<file path="config.mk">
export PLATFORM = sky130hd
export DESIGN_NAME = fat_free_run_erase_scanner_flat
export DESIGN_NICKNAME = d
export VERILOG_FILES = /design/src/hw/rtl/ffrs_pkg.sv /design/src/hw/rtl/ffrs_if.sv /design/src/hw/rtl/ffrs_front.sv /design/src/hw/rtl/ffrs_queue.sv /design/src/hw/rtl/ffrs_back.sv /design/src/hw/rtl/fat_free_run_erase_scanner.sv /design/src/flat_wrapper.sv
export SDC_FILE = /design/constraint.sdc
export NUM_CORES = 2
export LEC_CHECK = 0
export ABC_AREA = 1
export BUFFER_PORTS_ARGS = -buffer_cell sky130_fd_sc_hd__buf_2
export CAP_MARGIN = 20
export CORE_MARGIN = 3
export CORE_UTILIZATION = 40
export CTS_BUF_LIST = sky130_fd_sc_hd__clkbuf_8
export DETAILED_ROUTE_END_ITERATION = 16
export GPL_TIMING_DRIVEN = 0
export PLACE_DENSITY = 0.65
export SYNTH_ARGS = -nofsm -noshare
export SYNTH_HDL_FRONTEND = slang
export SYNTH_SLANG_ARGS = --single-unit
</file>
<file path="constraint.sdc">
create_clock -name clk -period 22.6 [get_ports clk]
set_input_delay 3.39 -clock clk [delete_from_list [all_inputs] [get_ports clk]]
set_output_delay 3.39 -clock clk [all_outputs]
set_load 0.005 [all_outputs]
</file>
<file path="src/hw/rtl/ffrs_pkg.sv">
package ffrs_pkg;

  localparam int unsigned CHUNK_SECTORS = 524288;

  localparam int SEC_W   = 32;
  localparam int CNT_W   = 20;
  localparam int SUM_W   = CNT_W + 1;
  localparam int CLUS_W  = 28;
  localparam int SPC_W   = 8;
  localparam int BYTES_W = 42;
  localparam int LONG_W  = 44;
  localparam int ADDR_W  = 4;
  localparam int SECTOR_SHIFT = 9;

  localparam int Q_DEPTH = 2;
  localparam int Q_PTR_W = $clog2(Q_DEPTH);
  localparam int Q_CNT_W = $clog2(Q_DEPTH + 1);

  localparam logic [CLUS_W-1:0] START_CLUSTER = CLUS_W'(2);
  localparam logic [SPC_W-1:0]  SPC_RESET     = SPC_W'(64);
  localparam logic [SUM_W-1:0]  CHUNK_LIM     = SUM_W'(CHUNK_SECTORS);

  localparam logic [ADDR_W-1:0] REG_DATA_START = ADDR_W'(0);
  localparam logic [ADDR_W-1:0] REG_SPC        = ADDR_W'(1);

  typedef struct packed {
    logic [SEC_W-1:0] data_start;
    logic [SPC_W-1:0] spc;
  } cfg_t;

  typedef struct packed {
    logic             is_free;
    logic             last;
    logic [SEC_W-1:0] clus_sector;
  } item_t;

  typedef struct packed {
    logic full;
    logic empty;
  } qstat_t;

  typedef struct packed {
    logic               erase_valid;
    logic [SEC_W-1:0]   start;
    logic [CNT_W-1:0]   count;
    logic [BYTES_W-1:0] bytes;
    logic [CLUS_W-1:0]  best;
    logic               scan_done;
  } res_t;

endpackage

</file>
<file path="src/hw/rtl/ffrs_if.sv">
interface ffrs_in_if;
  logic        valid;
  logic        ready;
  logic [31:0] fat_entry;
  logic        last_entry;

  modport source(output valid, output fat_entry, output last_entry, input ready);
  modport sink(input valid, input fat_entry, input last_entry, output ready);
endinterface

interface ffrs_out_if;
  logic        valid;
  logic        ready;
  logic        erase_valid;
  logic [31:0] erase_start_sector;
  logic [19:0] erase_sector_count;
  logic [41:0] total_bytes_erased;
  logic [43:0] longest_free_run_bytes;
  logic        scan_done;

  modport source(output valid, output erase_valid, output erase_start_sector,
                 output erase_sector_count, output total_bytes_erased,
                 output longest_free_run_bytes, output scan_done, input ready);
  modport sink(input valid, input erase_valid, input erase_start_sector,
               input erase_sector_count, input total_bytes_erased,
               input longest_free_run_bytes, input scan_done, output ready);
endinterface

interface ffrs_cfg_if;
  logic        valid;
  logic        ready;
  logic [3:0]  addr;
  logic [31:0] data;

  modport source(output valid, output addr, output data, input ready);
  modport sink(input valid, input addr, input data, output ready);
endinterface

</file>
<file path="src/hw/rtl/ffrs_front.sv">
module ffrs_front (
  input  logic            clk,
  input  logic            rst_n,
  ffrs_in_if.sink         in_if,
  input  ffrs_pkg::cfg_t  cfg,
  input  ffrs_pkg::qstat_t q_stat,
  output logic            push,
  output ffrs_pkg::item_t push_item
);

  logic [ffrs_pkg::CLUS_W-1:0] cc_r;
  logic [ffrs_pkg::CLUS_W-1:0] cc_nxt;
  logic [ffrs_pkg::SEC_W-1:0]  offset;
  logic [ffrs_pkg::SEC_W+ffrs_pkg::SPC_W-1:0] prod;

  assign in_if.ready = !q_stat.full;
  assign push        = in_if.valid && in_if.ready;

  // cluster n starts at data start + (n - 2) * spc, modulo 2^32
  always_comb begin
    offset = ffrs_pkg::SEC_W'(cc_r) - ffrs_pkg::SEC_W'(ffrs_pkg::START_CLUSTER);
    prod   = offset * cfg.spc;
    push_item.is_free     = (in_if.fat_entry[ffrs_pkg::CLUS_W-1:0] == '0);
    push_item.last        = in_if.last_entry;
    push_item.clus_sector = cfg.data_start + prod[ffrs_pkg::SEC_W-1:0];
    cc_nxt = in_if.last_entry ? ffrs_pkg::START_CLUSTER : cc_r + 1'b1;
  end

  always_ff @(posedge clk) begin
    if (!rst_n) begin
      cc_r <= ffrs_pkg::START_CLUSTER;
    end else if (push) begin
      cc_r <= cc_nxt;
    end
  end

endmodule

</file>
<file path="src/hw/rtl/ffrs_queue.sv">
module ffrs_queue (
  input  logic             clk,
  input  logic             rst_n,
  input  logic             push,
  input  ffrs_pkg::item_t  push_item,
  input  logic             pop,
  output ffrs_pkg::item_t  pop_item,
  output ffrs_pkg::qstat_t q_stat
);

  ffrs_pkg::item_t              mem_r [ffrs_pkg::Q_DEPTH];
  logic [ffrs_pkg::Q_PTR_W-1:0] wr_r;
  logic [ffrs_pkg::Q_PTR_W-1:0] rd_r;
  logic [ffrs_pkg::Q_PTR_W-1:0] wr_nxt;
  logic [ffrs_pkg::Q_PTR_W-1:0] rd_nxt;
  logic [ffrs_pkg::Q_CNT_W-1:0] cnt_r;
  logic [ffrs_pkg::Q_CNT_W-1:0] cnt_nxt;

  localparam logic [ffrs_pkg::Q_PTR_W-1:0] LAST_PTR = ffrs_pkg::Q_PTR_W'(ffrs_pkg::Q_DEPTH - 1);

  always_comb begin
    wr_nxt  = wr_r;
    rd_nxt  = rd_r;
    if (push) begin
      wr_nxt = (wr_r == LAST_PTR) ? '0 : wr_r + 1'b1;
    end
    if (pop) begin
      rd_nxt = (rd_r == LAST_PTR) ? '0 : rd_r + 1'b1;
    end
    cnt_nxt = cnt_r + ffrs_pkg::Q_CNT_W'(push) - ffrs_pkg::Q_CNT_W'(pop);
  end

  assign pop_item     = mem_r[rd_r];
  assign q_stat.full  = (cnt_r == ffrs_pkg::Q_CNT_W'(ffrs_pkg::Q_DEPTH));
  assign q_stat.empty = (cnt_r == '0);

  always_ff @(posedge clk) begin
    if (push) begin
      mem_r[wr_r] <= push_item;
    end
  end

  always_ff @(posedge clk) begin
    if (!rst_n) begin
      wr_r  <= '0;
      rd_r  <= '0;
      cnt_r <= '0;
    end else begin
      wr_r  <= wr_nxt;
      rd_r  <= rd_nxt;
      cnt_r <= cnt_nxt;
    end
  end

endmodule

</file>
<file path="src/hw/rtl/ffrs_back.sv">
module ffrs_back (
  input  logic             clk,
  input  logic             rst_n,
  input  ffrs_pkg::cfg_t   cfg,
  input  ffrs_pkg::qstat_t q_stat,
  input  ffrs_pkg::item_t  item,
  output logic             pop,
  ffrs_out_if.source       out_if
);

  logic [ffrs_pkg::SEC_W-1:0]   chunk_start_r, start_nxt;
  logic [ffrs_pkg::CNT_W-1:0]   chunk_sec_r, sec_nxt;
  logic [ffrs_pkg::CLUS_W-1:0]  run_r, run_nxt;
  logic [ffrs_pkg::CLUS_W-1:0]  best_r, best_nxt;
  logic [ffrs_pkg::BYTES_W-1:0] bytes_r, bytes_nxt;

  logic [ffrs_pkg::SEC_W-1:0]   base;
  logic [ffrs_pkg::SUM_W-1:0]   sum;
  logic                         issue;
  logic [ffrs_pkg::SEC_W-1:0]   cmd_start;
  logic [ffrs_pkg::SUM_W-1:0]   cmd_count;

  ffrs_pkg::res_t res_r, res_nxt;
  logic           res_valid_r;
  logic           res_ld, out_ld;

  logic                              out_valid_r;
  ffrs_pkg::res_t                    out_r;
  logic [ffrs_pkg::LONG_W-1:0]       longest_r, longest_nxt;
  logic [ffrs_pkg::CLUS_W+ffrs_pkg::SPC_W-1:0] best_prod;

  assign out_ld = !out_valid_r || out_if.ready;
  assign res_ld = !res_valid_r || out_ld;
  assign pop    = !q_stat.empty && res_ld;

  always_comb begin
    base      = (chunk_sec_r == '0) ? item.clus_sector : chunk_start_r;
    sum       = {1'b0, chunk_sec_r} + ffrs_pkg::SUM_W'(cfg.spc);
    issue     = 1'b0;
    cmd_start = '0;
    cmd_count = '0;
    start_nxt = chunk_start_r;
    sec_nxt   = chunk_sec_r;
    run_nxt   = run_r;
    best_nxt  = best_r;
    if (item.is_free) begin
      start_nxt = base;
      if (sum >= ffrs_pkg::CHUNK_LIM) begin
        issue     = 1'b1;
        cmd_start = base;
        cmd_count = ffrs_pkg::CHUNK_LIM;
        start_nxt = base + ffrs_pkg::SEC_W'(ffrs_pkg::CHUNK_SECTORS);
        sec_nxt   = ffrs_pkg::CNT_W'(sum - ffrs_pkg::CHUNK_LIM);
      end else begin
        sec_nxt = sum[ffrs_pkg::CNT_W-1:0];
      end
      if (run_r != '1) begin
        run_nxt = run_r + 1'b1;
      end
      if (run_nxt > best_r) begin
        best_nxt = run_nxt;
      end
    end else begin
      if (chunk_sec_r != '0) begin
        issue     = 1'b1;
        cmd_start = chunk_start_r;
        cmd_count = {1'b0, chunk_sec_r};
      end
      sec_nxt = '0;
      run_nxt = '0;
    end
    // flush a pending partial chunk at end of table; a leftover past a chunk issued on the last entry is dropped
    if (item.last) begin
      if (!issue && sec_nxt != '0) begin
        issue     = 1'b1;
        cmd_start = start_nxt;
        cmd_count = {1'b0, sec_nxt};
      end
      sec_nxt = '0;
    end
    bytes_nxt = issue ?
      bytes_r + ffrs_pkg::BYTES_W'({cmd_count, {ffrs_pkg::SECTOR_SHIFT{1'b0}}}) : bytes_r;

    res_nxt.erase_valid = issue;
    res_nxt.start       = cmd_start;
    res_nxt.count       = cmd_count[ffrs_pkg::CNT_W-1:0];
    res_nxt.bytes       = bytes_nxt;
    res_nxt.best        = best_nxt;
    res_nxt.scan_done   = item.last;

    best_prod   = res_r.best * cfg.spc;
    longest_nxt = ffrs_pkg::LONG_W'({best_prod, {ffrs_pkg::SECTOR_SHIFT{1'b0}}});
  end

  always_ff @(posedge clk) begin
    if (!rst_n) begin
      chunk_start_r <= '0;
      chunk_sec_r   <= '0;
      run_r         <= '0;
      best_r        <= '0;
      bytes_r       <= '0;
    end else if (pop) begin
      if (item.last) begin
        chunk_start_r <= '0;
        chunk_sec_r   <= '0;
        run_r         <= '0;
        best_r        <= '0;
        bytes_r       <= '0;
      end else begin
        chunk_start_r <= start_nxt;
        chunk_sec_r   <= sec_nxt;
        run_r         <= run_nxt;
        best_r        <= best_nxt;
        bytes_r       <= bytes_nxt;
      end
    end
  end

  always_ff @(posedge clk) begin
    if (!rst_n) begin
      res_valid_r <= 1'b0;
      out_valid_r <= 1'b0;
    end else begin
      if (res_ld) begin
        res_valid_r <= pop;
      end
      if (out_ld) begin
        out_valid_r <= res_valid_r;
      end
    end
  end

  always_ff @(posedge clk) begin
    if (pop) begin
      res_r <= res_nxt;
    end
    if (out_ld && res_valid_r) begin
      out_r     <= res_r;
      longest_r <= longest_nxt;
    end
  end

  assign out_if.valid                  = out_valid_r;
  assign out_if.erase_valid            = out_r.erase_valid;
  assign out_if.erase_start_sector     = out_r.start;
  assign out_if.erase_sector_count     = out_r.count;
  assign out_if.total_bytes_erased     = out_r.bytes;
  assign out_if.longest_free_run_bytes = longest_r;
  assign out_if.scan_done              = out_r.scan_done;

endmodule

</file>
<file path="src/hw/rtl/fat_free_run_erase_scanner.sv">
// each input transaction passes the queue, the run update and the byte scaling registers in order to its result
// throughput: 1 transaction per cycle while the result side is ready, set by the run and chunk update
// a 2-entry queue parts the classifying front from the run-tracking back
// reset (rst_n low, synchronous): scan state cleared, cluster count at 2,
// data area start 0, sectors per cluster 64, queue and output stages empty
module fat_free_run_erase_scanner (
  input  logic        clk,
  input  logic        rst_n,
  ffrs_in_if.sink     in_if,
  ffrs_out_if.source  out_if,
  ffrs_cfg_if.sink    cfg_if
);

  ffrs_pkg::cfg_t   cfg;
  ffrs_pkg::qstat_t q_stat;
  ffrs_pkg::item_t  push_item;
  ffrs_pkg::item_t  pop_item;
  logic             push;
  logic             pop;

  logic [ffrs_pkg::SEC_W-1:0] data_start_r;
  logic [ffrs_pkg::SPC_W-1:0] spc_r;

  assign cfg_if.ready   = 1'b1;
  assign cfg.data_start = data_start_r;
  assign cfg.spc        = spc_r;

  always_ff @(posedge clk) begin
    if (!rst_n) begin
      data_start_r <= '0;
      spc_r        <= ffrs_pkg::SPC_RESET;
    end else if (cfg_if.valid && cfg_if.ready) begin
      unique case (cfg_if.addr)
        ffrs_pkg::REG_DATA_START: data_start_r <= cfg_if.data;
        ffrs_pkg::REG_SPC:        spc_r        <= cfg_if.data[ffrs_pkg::SPC_W-1:0];
        default: begin
        end
      endcase
    end
  end

  ffrs_front u_front (
    .clk       (clk),
    .rst_n     (rst_n),
    .in_if     (in_if),
    .cfg       (cfg),
    .q_stat    (q_stat),
    .push      (push),
    .push_item (push_item)
  );

  ffrs_queue u_queue (
    .clk       (clk),
    .rst_n     (rst_n),
    .push      (push),
    .push_item (push_item),
    .pop       (pop),
    .pop_item  (pop_item),
    .q_stat    (q_stat)
  );

  ffrs_back u_back (
    .clk    (clk),
    .rst_n  (rst_n),
    .cfg    (cfg),
    .q_stat (q_stat),
    .item   (pop_item),
    .pop    (pop),
    .out_if (out_if)
  );

  a_no_cmd_zero: assert property (@(posedge clk) disable iff (!rst_n)
    out_if.valid && !out_if.erase_valid |->
      out_if.erase_start_sector == '0 && out_if.erase_sector_count == '0)
    else $error("result without erase command carries a range");

  a_queue_state: assert property (@(posedge clk) disable iff (!rst_n)
    !(q_stat.full && q_stat.empty))
    else $error("queue reports full and empty");

  a_reset_empty: assert property (@(posedge clk)
    !rst_n |=> !out_if.valid)
    else $error("result valid right after reset");

  a_pop_nonempty: assert property (@(posedge clk) disable iff (!rst_n)
    pop |-> !q_stat.empty)
    else $error("pop from empty queue");

endmodule

</file>
<file path="src/flat_wrapper.sv">
// flat-port wrapper written by rule: the top's interface ports become plain ports
module fat_free_run_erase_scanner_flat 
  (clk, rst_n, in_if_valid, in_if_fat_entry, in_if_last_entry, in_if_ready, out_if_valid, out_if_erase_valid, out_if_erase_start_sector, out_if_erase_sector_count, out_if_total_bytes_erased, out_if_longest_free_run_bytes, out_if_scan_done, out_if_ready, cfg_if_valid, cfg_if_addr, cfg_if_data, cfg_if_ready);
  ffrs_in_if in_if_i ();
  ffrs_out_if out_if_i ();
  ffrs_cfg_if cfg_if_i ();
  input  logic clk;
  input  logic rst_n;
  input wire logic [$bits(in_if_i.valid)-1:0] in_if_valid;
  input wire logic [$bits(in_if_i.fat_entry)-1:0] in_if_fat_entry;
  input wire logic [$bits(in_if_i.last_entry)-1:0] in_if_last_entry;
  output wire logic [$bits(in_if_i.ready)-1:0] in_if_ready;
  output wire logic [$bits(out_if_i.valid)-1:0] out_if_valid;
  output wire logic [$bits(out_if_i.erase_valid)-1:0] out_if_erase_valid;
  output wire logic [$bits(out_if_i.erase_start_sector)-1:0] out_if_erase_start_sector;
  output wire logic [$bits(out_if_i.erase_sector_count)-1:0] out_if_erase_sector_count;
  output wire logic [$bits(out_if_i.total_bytes_erased)-1:0] out_if_total_bytes_erased;
  output wire logic [$bits(out_if_i.longest_free_run_bytes)-1:0] out_if_longest_free_run_bytes;
  output wire logic [$bits(out_if_i.scan_done)-1:0] out_if_scan_done;
  input wire logic [$bits(out_if_i.ready)-1:0] out_if_ready;
  input wire logic [$bits(cfg_if_i.valid)-1:0] cfg_if_valid;
  input wire logic [$bits(cfg_if_i.addr)-1:0] cfg_if_addr;
  input wire logic [$bits(cfg_if_i.data)-1:0] cfg_if_data;
  output wire logic [$bits(cfg_if_i.ready)-1:0] cfg_if_ready;
  assign in_if_i.valid = in_if_valid;
  assign in_if_i.fat_entry = in_if_fat_entry;
  assign in_if_i.last_entry = in_if_last_entry;
  assign in_if_ready = in_if_i.ready;
  assign out_if_valid = out_if_i.valid;
  assign out_if_erase_valid = out_if_i.erase_valid;
  assign out_if_erase_start_sector = out_if_i.erase_start_sector;
  assign out_if_erase_sector_count = out_if_i.erase_sector_count;
  assign out_if_total_bytes_erased = out_if_i.total_bytes_erased;
  assign out_if_longest_free_run_bytes = out_if_i.longest_free_run_bytes;
  assign out_if_scan_done = out_if_i.scan_done;
  assign out_if_i.ready = out_if_ready;
  assign cfg_if_i.valid = cfg_if_valid;
  assign cfg_if_i.addr = cfg_if_addr;
  assign cfg_if_i.data = cfg_if_data;
  assign cfg_if_ready = cfg_if_i.ready;
  fat_free_run_erase_scanner u_core (.clk(clk), .rst_n(rst_n), .in_if(in_if_i), .out_if(out_if_i), .cfg_if(cfg_if_i));
endmodule
</file>
# Word-level counts from Yosys, hierarchy flattened
# Memory sizes are Yosys's and may differ from the RTL's. A register that Yosys moved wholly into a read port is not among the register bits.
# Index checks and enable logic that the tools add are counted.
# op_classes
multipliers	2
n_eq_ne	3
addsub	12
order_cmp	2
muxes	38
reduce_logical	19
# ops
operator	n
two-way mux 32 bit	9
two-way mux 28 bit	8
two-way mux 20 bit	5
two-way mux 42 bit	2
two-way mux 21 bit	3
adder 28 x 1 -> 28 bit, second input constant	2
adder 42 x 30 -> 42 bit	1
nonzero test 20 bit	2
multiplier 28 x 8 -> 35 bit	1
adder 32 x 20 -> 32 bit, second input constant	1
adder 32 bit	1
multiplier 32 x 8 -> 32 bit	1
subtractor 28 x 2 -> 29 bit, second input constant	1
> comparator 28 bit	1
zero test 28 bit	1
!= test 28 bit, second input constant	1
adder 20 x 8 -> 21 bit	1
greater-or-equal comparator 21 x 20 -> 1 bit, second input constant	1
zero test 20 bit	1
subtractor 20 bit, second input constant	1
two-way mux 1 bit	11
zero test 1 bit	5
== test 4 x 1 -> 1 bit, second input constant	1
logical AND 1 bit	4
other kinds (8)	11
# word_totals
ff_bits	479
mem_bits_rw	68
memories	1
word_cells	102
# memory_table
name	depth	word_bits	read_ports	rd_clocked_by_memory_dff	wr	line	rtl
u_core.u_queue.mem_r	2	34	1	1	1	ffrs_queue.sv:11	ffrs_pkg::item_t mem_r [ffrs_pkg::Q_DEPTH];

# Depth between registers and ports, before layout
# depth
depth_word	11
depth_mapped	39

# By module
# Synthesis repeated with hierarchy kept, for this count alone.
# unflattened
hier_cells	4985
area_unflattened_um2	40487.6
# by_module_without_submodules
mod	n_inst	cells_each	area_per_inst_um2
ffrs_back	1	3198	26061.2
ffrs_front	1	1322	9574.2
ffrs_queue	1	139	2834.0
fat_free_run_erase_scanner	1	326	2018.2

# Worst setup path after synthesis
# No wires, ideal clock.
# synth_path
path_type	input port to flip-flop
start	input port out_if_ready
end	register u_core.u_back.out_r (netlist bit u_core.u_back.out_if.erase_sector_count[0]) (enable)
cell_stages	2
arrival_ps	9304
path_buffers	0
path_slack_ps	12653
cell_sequence	inv_1 > a21oi_1
# synth_between
elab_chain_cells	2
# synth_lines
item	line	rtl
start, declared	flat_wrapper.sv:20	input wire logic [$bits(out_if_i.ready)-1:0] out_if_ready;
logical OR 1 bit	ffrs_back.sv:32	assign out_ld = !out_valid_r || out_if.ready;
logical AND 1 bit	ffrs_back.sv:137	if (out_ld && res_valid_r) begin
end signal, assigned	ffrs_back.sv:138	out_r <= res_r;
end, declared	ffrs_back.sv:28	ffrs_pkg::res_t out_r;
# No other way between the ends.
# A chain may end at the register's enable or synchronous reset.

==> metrics.csv <==
metric,value,unit
Initial Utilization,40.65,%
CTS Hold Buffers Added,0,
first-pass GRT wire length,173.2,mm
Worst path top cell family by delay,adder cells,
"Slew Viols, Final",0,
largest area contributor in the netlist,edfxtp_1,
Die H,318.1,um
IO Pins,217,
Detailed Route Iter0 Violations,2443,
pin count of the biggest net entering global routing,74,
crit-path most repeated cell,nand2_1,
fillers,9504,
CTS buffer count,90,
Seq cells post-synth,521,
Synth Cell Area,38970,um2
crit path max fanout,8,
drt pass-1 iters,6,
crit path kind,reg -> reg,
grt total ovfl,0,
worst vdd ir,0.05954,mV
Syn Inst Count,4722,
Fin Clk Skew,0.04187,ns
RSZ-0062 raised after global routing,false,
Worst path max stage delay,0.54,ns
WL per Instance,17.25,um
fraction of registers with async set/reset,0,%
met2 WL post-DR,50.40,mm
Sink Count,521,
Post-CTS Repair Setup Buffers,0,
top-area cell type share of the netlist area,23.50,%
initial antenna violation count,8,
row cnt,113,
final period utilization,33.83,%
Worst-Margin Slew,1.031,ns
Syn. warnings,0,
register area,13480,um2
"top cells by count, synth","nand2_1 (1316), inv_1 (747), fa_1 (343), a21oi_1 (327), edfxtp_1 (305)",
syn avg cell area,8.253,um2
DRT antenna net count,0,
status,completed,
Slew Limit Headroom,31.12,%
Synth area leaders,"edfxtp_1 (24%), fa_1 (18%), nand2_1 (13%)",
DRT Wirelength,110.0,mm
wl on met1,48.46,mm
Die Wd,318.1,um
setup TNS,0,ns
clock buffer depth,3,
CTS tree,done,
Buffers & Inverters on Critical Path,6,
H-tree levels,3,
top layer in use,met5,
ys flop type,edfxtp_1,
Leak,0.01963,uW
Routability Congestion,0.9422,
Design Power,3690,uW
WL met3,7.581,mm
Vias/cell,5.054,
PortBufs,192,
crit end category,register,
crit path DAT,8.13,ns
Synth cell types,61,
Clock transition at path regs,0.06,ns
die area,101200,um2
clk_lat worst skew,0.75,ns
max-cap violation count,0,
Final setup viols,0,
number of global-route vias before repair,31680,
multi-input logic area,21780,um2
f_max,130.8,MHz
Total GRT Usage,21.40,%
Final HPWL DP,85.88,mm
min-delay worst type,reg -> reg,
area growth from synthesis to layout,12.62,%
"Req. time, crit path",23.09,ns
total core area,95860,um2
Post-synth EDFFs,305,
power density cells,84.08,nW/um2
share of cells above drive strength 1,9.064,%
clock period minus worst slack,7.647,ns
Final Hold Violating Endpoints,0,
"Seq/Total Area, Yosys",34.60,%
root buf cell,clkbuf_8,
slowest CP cell,fa_1,
crit start category,register,
post-cts sizing count,0,
vias post-DR,32220,
DRC viols,0,
most frequent cell after synthesis,nand2_1,
fin nets,5608,
-- per-layer routing --
layer	GRT usage [%]	vias to the layer above
met3	3.635	212
li1	-	15640
met5	0	-
met4	7.431	8
met2	34.51	1045
met1	29.20	15320
-- worst paths after layout --
kind	from	end	slack [ns]	cells past startpoint
worst max-delay path	u_core.u_front.cc_r[1]	u_core.u_queue.mem_r[1][27]	14.95	27
worst min register to register	u_core.u_back.res_r[57]	u_core.u_back.out_if.total_bytes_erased[28]	0.40	0
worst max register to register	u_core.u_front.cc_r[1]	u_core.u_queue.mem_r[1][27]	14.95	27
worst min-delay path	u_core.u_back.res_r[57]	u_core.u_back.out_if.total_bytes_erased[28]	0.40	0
-- layout make-up --
type                            count  share of cell area, %
Sequential cell                   521                  30.72
Timing Repair Buffer              200                  2.577
Tap cell                         1265                  3.606
Clock buffer                      104                  3.261
Inverter                          760                  6.525
Clock inverter                     65                  1.528
Multi-Input combinational cell   3249                  49.62
Buffer                            209                  2.141
Antenna cell                        3                0.01710
-- state kept, by name, indices dropped and copies added, names as in the netlist, named ones only --
register / flops
u_core.u_back.out_if.erase_valid: 1
u_core.u_front.cc_r: 28
u_core.u_queue.mem_r: 68
u_core.u_back.out_if.erase_sector_count: 20
u_core.u_back.chunk_start_r: 32
u_core.spc_r: 8
u_core.u_queue.rd_r: 1
u_core.data_start_r: 32
u_core.u_back.out_if.valid: 1
u_core.u_back.best_r: 28
u_core.u_back.out_if.total_bytes_erased: 33
u_core.u_back.out_if.longest_free_run_bytes: 35
u_core.u_back.res_valid_r: 1
u_core.u_back.chunk_sec_r: 20
u_core.u_back.run_r: 28
u_core.u_back.out_if.scan_done: 1
u_core.u_queue.wr_r: 1
u_core.u_queue.cnt_r: 2
u_core.u_back.res_r: 115
u_core.u_back.bytes_r: 33
u_core.u_back.out_if.erase_start_sector: 32
-- cell usage in the layout (no fill, tap or decap), types with 19 or more instances in the layout --
cell type and instances:
a21oi_1 326, a2bb2oi_1 19, buf_2 219, buf_4 23, clkbuf_1 120, clkbuf_2 22
clkbuf_8 104, conb_1 19, dfxtp_1 216, edfxtp_1 305, fa_1 343, ha_1 160
inv_1 761, mux2i_1 21, nand2_1 1316, nand3_1 157, nand4_1 70, nor2_1 254
nor3_1 36, nor4_1 25, o21ai_0 201, o22ai_1 22, xnor2_1 41, xor2_1 83
-- cells by family (layout without fill, tap and decap cells) --
group	after synthesis	after routing	share of synthesized area, %
xor+xnor	124	124	2.787
simple gates	1920	1920	20.25
compound gates	662	662	9.301
flops	521	521	34.60
fa+ha+maj	503	503	22.76
buf+inv	969	1338	9.747
mux	21	21	0.5394
other cells	2	22	0.01927
-- power by group --
group,internal (uW),switching (uW)
Sequential,1300,60.5
Clock,569,436
Combinational,399,931
-- worst reg2reg max path: stages (launching register included) --
cell and delay, ns:
dfxtp_1 0.32, clkbuf_1 0.25, inv_1 0.35, ha_1 0.36, inv_1 0.13, nor2_1 0.47, inv_1 0.15, nand2_1 0.09
nand2_1 0.13, inv_1 0.25, nand2_1 0.12, fa_1 0.51, fa_1 0.54, fa_1 0.44, fa_1 0.54, inv_1 0.04
ha_1 0.33, nand2_1 0.06, o21ai_0 0.28, a21oi_1 0.15, o21ai_0 0.49, a21oi_1 0.25, o21ai_0 0.40, a21oi_1 0.19
o21bai_1 0.28, nand2_1 0.11, nand3_1 0.08, nand2_1 0.08
-- through the flow --
stage | hold WS (ns) | instance area [um2] | instances | util (%) | worst slack [ns]
2_1_floorplan | 0.4003 | 39030 | 4739 | - | 12.65
3_3_place_gp | 0.4019 | 41580 | 6196 | 43.37 | 9.468
3_5_place_dp | 0.4045 | 41780 | 6204 | 43.58 | 15.09
4_1_cts | 0.3903 | 43880 | 6373 | 45.78 | 15.07
5_1_grt | 0.4099 | 43890 | 6375 | 45.78 | 14.58
6_report | 0.4013 | 43890 | 6376 | 45.79 | 14.95
Note: power is estimated with default switching activity, not from simulation.
